==> src/rtl/core/priority_ready_queue_scheduler_assert.svh <==
// Assertion macros for the priority ready queue scheduler.
// Each macro expects signals clk and rst to exist in the using module.
`ifndef PRIORITY_READY_QUEUE_SCHEDULER_ASSERT_SVH
`define PRIORITY_READY_QUEUE_SCHEDULER_ASSERT_SVH

// A condition that must hold at every clock edge out of reset.
`define PRQS_ASSERT_HOLDS(label, expr, msg) \
  label: assert property (@(posedge clk) disable iff (rst) (expr)) else $error(msg);

// A consequence that must follow in the same cycle.
`define PRQS_ASSERT_IMPLIES(label, ante, cons, msg) \
  label: assert property (@(posedge clk) disable iff (rst) (ante) |-> (cons)) \
    else $error(msg);

// A consequence that must follow in the next cycle.
`define PRQS_ASSERT_NEXT(label, ante, cons, msg) \
  label: assert property (@(posedge clk) disable iff (rst) (ante) |=> (cons)) \
    else $error(msg);

`endif

==> src/rtl/core/prqs_pkg.sv <==
// Shared types and codes for the priority ready queue scheduler.
// No dependencies; used by prqs_cell and priority_ready_queue_scheduler.
`default_nettype none

package prqs_pkg;

  localparam int unsigned MaxThreadsDef     = 16;
  localparam int unsigned PriorityLevelsDef = 4;

  localparam int unsigned TidW  = 4;
  localparam int unsigned PrioW = 2;

  // Request kinds carried in the input word's user field.
  typedef enum logic [1:0] {
    MODE_ACTIVATE = 2'd0,
    MODE_YIELD    = 2'd1,
    MODE_BLOCK    = 2'd2,
    MODE_UNUSED   = 2'd3
  } mode_t;

  // Result status codes carried in the output word's user field.
  typedef enum logic [2:0] {
    ST_QUEUED  = 3'd0,
    ST_PICKED  = 3'd1,
    ST_IDLE    = 3'd2,
    ST_KEEP    = 3'd3,
    ST_DROPPED = 3'd4
  } status_t;

  // One queued thread held by a cell.
  typedef struct packed {
    logic             valid;
    logic [PrioW-1:0] prio;
    logic [TidW-1:0]  tid;
  } entry_t;

  // Operation broadcast to every cell of the chain.
  typedef struct packed {
    logic   push;
    logic   pop;
    entry_t item;
  } cell_op_t;

endpackage

`default_nettype wire

==> src/rtl/core/prqs_cell.sv <==
// One cell of the sorted ready queue chain: holds a single entry.
// Depends on prqs_pkg for the entry and operation types.
`default_nettype none

module prqs_cell (
  input  wire                clk,
  input  wire                rst,
  input  wire prqs_pkg::cell_op_t op,
  input  wire prqs_pkg::entry_t   left,   // neighbor nearer the head
  input  wire prqs_pkg::entry_t   right,  // neighbor nearer the tail
  output prqs_pkg::entry_t   own
);

  prqs_pkg::entry_t own_next;
  logic             left_ge;
  logic             right_ge;
  logic             own_ge;

  // Priority comparisons against the incoming thread.
  assign left_ge  = left.valid  && (left.prio  >= op.item.prio);
  assign right_ge = right.valid && (right.prio >= op.item.prio);
  assign own_ge   = own.valid   && (own.prio   >= op.item.prio);

  // The chain stays sorted by priority, earliest first among equals.
  always_comb begin
    own_next = own;
    if (op.push && op.pop) begin
      // Insert and remove the head in one step.
      if (right_ge) begin
        own_next = right;
      end else if (own_ge) begin
        own_next = op.item;
      end
    end else if (op.push) begin
      if (left_ge && !own_ge) begin
        own_next = op.item;
      end else if (left.valid && !left_ge) begin
        own_next = left;
      end
    end else if (op.pop) begin
      own_next = right;
    end
  end

  // Entry register; only the valid bit needs reset.
  always_ff @(posedge clk) begin
    if (rst) begin
      own.valid <= 1'b0;
    end else begin
      own <= own_next;
    end
  end

endmodule

`default_nettype wire

==> src/rtl/core/priority_ready_queue_scheduler.sv <==
// Top level of the priority ready queue scheduler: request decode, cell chain,
// occupancy count and output register. Depends on prqs_pkg and prqs_cell.
//
//   channel  dir  tdata                          tuser
//   s_*      in   thread_id[3:0] priority_req[5:4]  mode[1:0]
//   m_*      out  pick_tid[3:0] ready_count[8:4]     status[2:0]
//
// One request is taken per cycle while s_tready is high; its result word appears
// in the next cycle. The chain of MAX_THREADS cells updates at the same edge,
// since each cell only looks at its two neighbors and the broadcast request.
// s_tready drops only while a result word waits and m_tready is low.
// Synchronous reset empties the queue at once; no clearing pass is needed.
`default_nettype none

module priority_ready_queue_scheduler #(
  parameter int unsigned MAX_THREADS     = prqs_pkg::MaxThreadsDef,
  parameter int unsigned PRIORITY_LEVELS = prqs_pkg::PriorityLevelsDef
) (
  input  wire         clk,
  input  wire         rst,
  input  wire         s_tvalid,
  output logic        s_tready,
  input  wire  [7:0]  s_tdata,   // thread_id[3:0], priority_req[5:4], zero pad
  input  wire  [1:0]  s_tuser,   // mode[1:0]
  output logic        m_tvalid,
  input  wire         m_tready,
  output logic [15:0] m_tdata,   // pick_tid[3:0], ready_count[8:4], zero pad
  output logic [2:0]  m_tuser    // status[2:0]
);

`include "priority_ready_queue_scheduler_assert.svh"

  localparam int unsigned CntW = $clog2(MAX_THREADS + 1);

  prqs_pkg::entry_t   cells [MAX_THREADS];
  prqs_pkg::entry_t   item;
  prqs_pkg::cell_op_t op;
  prqs_pkg::mode_t    mode;
  prqs_pkg::status_t  status;
  logic [prqs_pkg::TidW-1:0]  tid_in;
  logic [prqs_pkg::PrioW-1:0] prio_in;
  logic [prqs_pkg::PrioW-1:0] prio_sat;
  logic [prqs_pkg::TidW-1:0]  next_tid;
  logic [CntW-1:0]  count;
  logic [CntW-1:0]  count_next;
  logic             s_accept;
  logic             full;
  logic             empty;
  logic [MAX_THREADS-1:0] valid_vec;

  assign s_accept = s_tvalid && s_tready;
  assign s_tready = !m_tvalid || m_tready;

  assign mode    = prqs_pkg::mode_t'(s_tuser);
  assign tid_in  = s_tdata[3:0];
  assign prio_in = s_tdata[5:4];
  assign full    = (count == CntW'(MAX_THREADS));
  assign empty   = (count == '0);

  // Priorities beyond the configured levels fold onto the top level.
  always_comb begin
    if (32'(prio_in) >= PRIORITY_LEVELS) begin
      prio_sat = prqs_pkg::PrioW'(PRIORITY_LEVELS - 1);
    end else begin
      prio_sat = prio_in;
    end
  end

  assign item = '{valid: 1'b1, prio: prio_sat, tid: tid_in};

  // Request decode: chain operation, status and picked thread.
  always_comb begin
    op       = '{push: 1'b0, pop: 1'b0, item: item};
    status   = prqs_pkg::ST_QUEUED;
    next_tid = '0;
    case (mode)
      prqs_pkg::MODE_ACTIVATE: begin
        if (full) begin
          status = prqs_pkg::ST_DROPPED;
        end else begin
          op.push = 1'b1;
        end
      end
      prqs_pkg::MODE_YIELD: begin
        if (empty) begin
          status = prqs_pkg::ST_KEEP;
        end else if (full) begin
          status = prqs_pkg::ST_DROPPED;
        end else begin
          op.push = 1'b1;
          op.pop  = 1'b1;
          status  = prqs_pkg::ST_PICKED;
          // The yielding thread wins only over a strictly lower head.
          if (cells[0].prio >= prio_sat) begin
            next_tid = cells[0].tid;
          end else begin
            next_tid = tid_in;
          end
        end
      end
      prqs_pkg::MODE_BLOCK: begin
        if (empty) begin
          status = prqs_pkg::ST_IDLE;
        end else begin
          op.pop   = 1'b1;
          status   = prqs_pkg::ST_PICKED;
          next_tid = cells[0].tid;
        end
      end
      default: begin
        status = prqs_pkg::ST_QUEUED;
      end
    endcase
    if (!s_accept) begin
      op.push = 1'b0;
      op.pop  = 1'b0;
    end
  end

  // Occupancy after the step.
  always_comb begin
    count_next = count;
    if (op.push && !op.pop) begin
      count_next = count + CntW'(1);
    end else if (op.pop && !op.push) begin
      count_next = count - CntW'(1);
    end
  end

  // Chain of cells, head at index zero.
  for (genvar i = 0; i < MAX_THREADS; i++) begin : g_cell
    prqs_pkg::entry_t left_n;
    prqs_pkg::entry_t right_n;

    if (i == 0) begin : g_head
      // The head sees a virtual top-priority neighbor ahead of it.
      assign left_n = '{valid: 1'b1, prio: '1, tid: '0};
    end else begin : g_mid
      assign left_n = cells[i-1];
    end

    if (i == MAX_THREADS - 1) begin : g_tail
      assign right_n = '{valid: 1'b0, prio: '0, tid: '0};
    end else begin : g_body
      assign right_n = cells[i+1];
    end

    prqs_cell u_cell (
      .clk   (clk),
      .rst   (rst),
      .op    (op),
      .left  (left_n),
      .right (right_n),
      .own   (cells[i])
    );

    assign valid_vec[i] = cells[i].valid;
  end

  // Count register and result word register.
  always_ff @(posedge clk) begin
    if (rst) begin
      count    <= '0;
      m_tvalid <= 1'b0;
    end else begin
      count <= count_next;
      if (s_accept) begin
        m_tvalid <= 1'b1;
      end else if (m_tready) begin
        m_tvalid <= 1'b0;
      end
    end
    if (s_accept) begin
      m_tdata <= {7'd0, 5'(count_next), next_tid};
      m_tuser <= status;
    end
  end

  `PRQS_ASSERT_HOLDS(a_count_bound, count <= CntW'(MAX_THREADS), "queue count overflow")
  `PRQS_ASSERT_HOLDS(a_valid_match, $countones(valid_vec) == 32'(count),
                     "cells disagree with count")
  `PRQS_ASSERT_NEXT(a_idle_on_empty, s_accept && mode == prqs_pkg::MODE_BLOCK && empty,
                    m_tvalid && m_tuser == prqs_pkg::ST_IDLE, "empty pick not reported idle")
  `PRQS_ASSERT_IMPLIES(a_head_valid, !empty, cells[0].valid, "nonempty queue has empty head")

endmodule

`default_nettype wire
==> config.mk <==
export PLATFORM = sky130hd
export DESIGN_NAME = priority_ready_queue_scheduler
export DESIGN_NICKNAME = d
export VERILOG_FILES = /design/src/rtl/core/prqs_pkg.sv /design/src/rtl/core/prqs_cell.sv /design/src/rtl/core/priority_ready_queue_scheduler.sv
export VERILOG_INCLUDE_DIRS = /design/src /design/src/rtl/core
export SDC_FILE = /design/constraint.sdc
export NUM_CORES = 1
export LEC_CHECK = 0
export BUFFER_PORTS_ARGS = -buffer_cell sky130_fd_sc_hd__buf_2
export CAP_MARGIN = 20
export CORE_MARGIN = 8
export CORE_UTILIZATION = 65
export DETAILED_ROUTE_END_ITERATION = 10
export PLACE_DENSITY_LB_ADDON = 0.2
export SYNTH_ARGS = -nofsm -noshare
export SYNTH_HDL_FRONTEND = slang
export SYNTH_SLANG_ARGS = --single-unit
==> constraint.sdc <==
create_clock -name clk -period 7.5 [get_ports clk]
set_input_delay 1.5 -clock clk [delete_from_list [all_inputs] [get_ports clk]]
set_output_delay 1.5 -clock clk [all_outputs]
set_load 0.02 [all_outputs]
==> metrics.md <==
| Metric | Value |
|---|---|
| Reg2reg start | count[0] |
| Capturing point of the worst reg2reg path | g_cell[10].u_cell.own[4] |
| Number of buffers added on ports | 25 |
| DR vias/cell | 7.174 |
| Number of setup buffers added after CTS | 0 |
| Final GP Congestion | 0.9141 |
| Final setup TNS | 0 ns |
| Starting Density | around 66% |
| Worst Path Max Fanout | 26 |
| Post-synthesis cell count | 835 |
| Worst Hold Endpoint | m_tvalid |
| Chip height | ~130 um |
| Total iterations of the first detailed-routing run | 9 |
| Slew @ Worst Pin | roughly 1.0 ns |
| I/O Pins | 35 |
| Placed cells | 999 |
| Commonest cells in the netlist | edfxtp_1 (108), nand2_1 (107), a21oi_1 (53), o211ai_1 (53), nor2_1 (52) |
| RSZ-0062 raised after global routing | false |
| Clock slew at reported path FFs | 0.06 ns |
| Hold path depth | 2 |
| Syn avg cell area | 9.815 um^2 |
| Filler cells | 898 |
| Net Switching | 0.4670 mW |
| CTS buffer count | 17 |
| Number of cell rows | 41 |
| WS Path Type | input port to flop |
| Clk sink count | 130 |
| Power, Total | about 1.8 mW |
| Switching Fraction | between 20% and 30% |
| Final setup vio count | 0 |
| Ys flop type | edfxtp_1 |
| Total GRT Usage | 29.98% |
| Cell taking the most area after synthesis | edfxtp_1 |
| HP Start | m_tvalid |
| Dpl hpwl | 16.40 mm |
| Asr flop ratio synth | 0% |
| Fraction of layout cells with a size suffix above 1 | 10.94% |
| Post-synthesis cell area | roughly 8200 um^2 |
| Leak pwr | between 3 and 4 nW |
| Seq cells post-synth | 130 |
| Core Region | 12470 um^2 |
| Worst EP required | 7.65 ns |
| Max IR drop VDD | 0.1187 mV |
| Ys Warns | 0 |
| Resized cells post-CTS | 0 |
| Initial antenna violation count | 0 |
| Worst Setup SP | m_tready |
| Rel. slew slack | 30.17% |
| Seq/Total Area, Yosys | roughly 45% |
| Hold-fix buffers at CTS | 0 |
| Synth area leaders | edfxtp_1 (40%), ha_1 (6.0%), dfxtp_1 (5.4%) |
| Power Dens Cells | 204.2 nW/um^2 |
| Number of global-route vias before repair | just over 7000 |
| Gate power share | 10.1% |
| DR iter-0 viols | 1107 |
| Max Fclk | around 230 MHz |
| H-tree Lvls | 4 |
| HP Class | flop to flop |
| DRC Markers | 0 |
| Root Buffer | clkbuf_16 |
| First-pass GRT wire length | around 38 mm |
| CTS tree | yes |
| Die X | 128.3 um |
| FF+latch area | 3684 um^2 |
| Antenna viol nets, final | 0 |
| Max Root-Sink Buffers | 2 |
| Outcome | complete, no violations |
| Final Hold Viols | 0 |
| Final wirelength | 24.27 mm |
| Multi-input gate area | 4126 um^2 |
| Die Area | 16460 um^2 |
| Largest net degree at the start of global routing | 43 |
| Synth-to-Final Area Change | 9.756% |
| Most common cell in the netlist | edfxtp_1 |
| Final #Nets | roughly 900 |
| Worst EP arrival | between 4 and 5 ns |
| Max Transition Viols Final | 0 |
| Gr ovfl total | 0 |
| Post-synth EDFFs | 108 |
| Seq pwr share | 43.2% |
| Post-synth cell types | 66 |
| Startpoint types | input port |
| N_diodes | 0 |
| Clk network pwr share | a little under half |
| Clock Latency Late Sink | 0.43 ns |
| Max-cap viol count | 0 |
| Cell Count, Final, Fillers Out | 1031 |
| Register-to-register setup slack | 4.04 ns |
| Worst Skew | 0.007044 ns |
| R2R cell count | 8 |
| Dpl cell area | around 8400 um^2 |
| Final instance area | 8995 um^2 |
| Pint | 1.369 mW |
| Fin crit period | 4.311 ns |
| Period utilization | 57.48% |
| WL/cell | 23.54 um |
| Synth top area share | just under 40% |
| Worst Setup End Kind | flop |
| Vias | 7396 |
## state kept, by name, summed over array words and instances (netlist names)
name,cells
g_cell.u_cell.own,112
m_tdata,9
count,5
m_tuser,3
m_tvalid,1
## per-stage QoR
step           util, %  hold slack (ns)  setup WS, ns
6_report         72.16           0.5220         3.189
5_1_grt          72.16           0.5438         2.993
4_1_cts          72.16           0.5276         3.269
3_5_place_dp     67.28           0.5168         2.827
3_3_place_gp     67.28           0.5050         2.925
2_1_floorplan        -           0.4738         3.424
## layer usage
| metal | up-vias | share of wire [%] | track usage [%] |
|---|---|---|---|
| met5 | - | 0 | 0 |
| met2 | 524 | 44 | 45.25 |
| met4 | 0 | 5.8 | 19.58 |
| li1 | 3277 | - | - |
| met3 | 104 | 13 | 8.319 |
| met1 | 3491 | 37 | 36.99 |
## power groups by stage
stage | Clock [mW] | Combinational [mW] | Sequential [mW]
floorplan | 0 | 0.122 | 0.814
global placement | 0 | 0.170 | 0.809
detailed placement | 0 | 0.178 | 0.809
CTS | 0.856 | 0.180 | 0.794
global route | 0.887 | 0.199 | 0.795
finish | 0.857 | 0.186 | 0.794
## how the worst max path moves through the flow
stage / end / cells past startpoint / slack [ns]
CTS: g_cell[12].u_cell.own[0] / 8 / 3.27
global placement: g_cell[15].u_cell.own[0] / 9 / 2.92
detailed placement: g_cell[12].u_cell.own[1] / 8 / 2.83
finish: g_cell[1].u_cell.own[3] / 9 / 3.19
global route: g_cell[12].u_cell.own[2] / 8 / 2.99
floorplan: g_cell[12].u_cell.own[0] / 8 / 3.42
## worst max-delay path, stage by stage
cell	delay [ns]
buf_2	0.07
nand2b_1	0.12
nand2_1	0.06
buf_4	0.25
inv_1	0.51
buf_4	0.42
nand2_1	0.57
nor2_1	0.77
a21oi_1	0.15
## area by class of cell
cell class              instances  area share (%)
clock inverters                14           1.989
inverters                      45           1.878
clock buffers                  18           4.771
flip-flops and latches        130           40.95
well taps                     172           2.393
repair buffers                 34           2.142
multi-input cells             618           45.88
## cell families (layout without fill, tap and decap cells)
logic type / count (synthesis) / count (layout) / share of synthesized area, %
multiplexers: 16 / 16 / 2.015
flip-flops: 130 / 130 / 44.95
AND/OR/NAND/NOR: 252 / 252 / 14.31
XOR/XNOR: 2 / 2 / 0.2138
other: 1 / 7 / 0.04576
AO/OA/AOI/OAI: 302 / 302 / 27.48
buffers and inverters: 93 / 111 / 5.038
adder cells (fa/ha/maj): 39 / 39 / 5.954
## cells in the final DEF, fill, tap and decap left out, drive strengths merged, types with 12 or more instances in the layout
master and n:
edfxtp 108, nand2 107, o211ai 53, a21oi 53, nor2 52, o21ai 49
inv 48, ha 39, buf 34, nand2b 24, nand3 23, dfxtp 22
o32ai 20, nor3 20, o221ai 19, clkbuf 18, a22oi 17, a32oi 13
mux2i 12, a2111oi 12
Note: power is estimated with default switching activity, not from simulation.
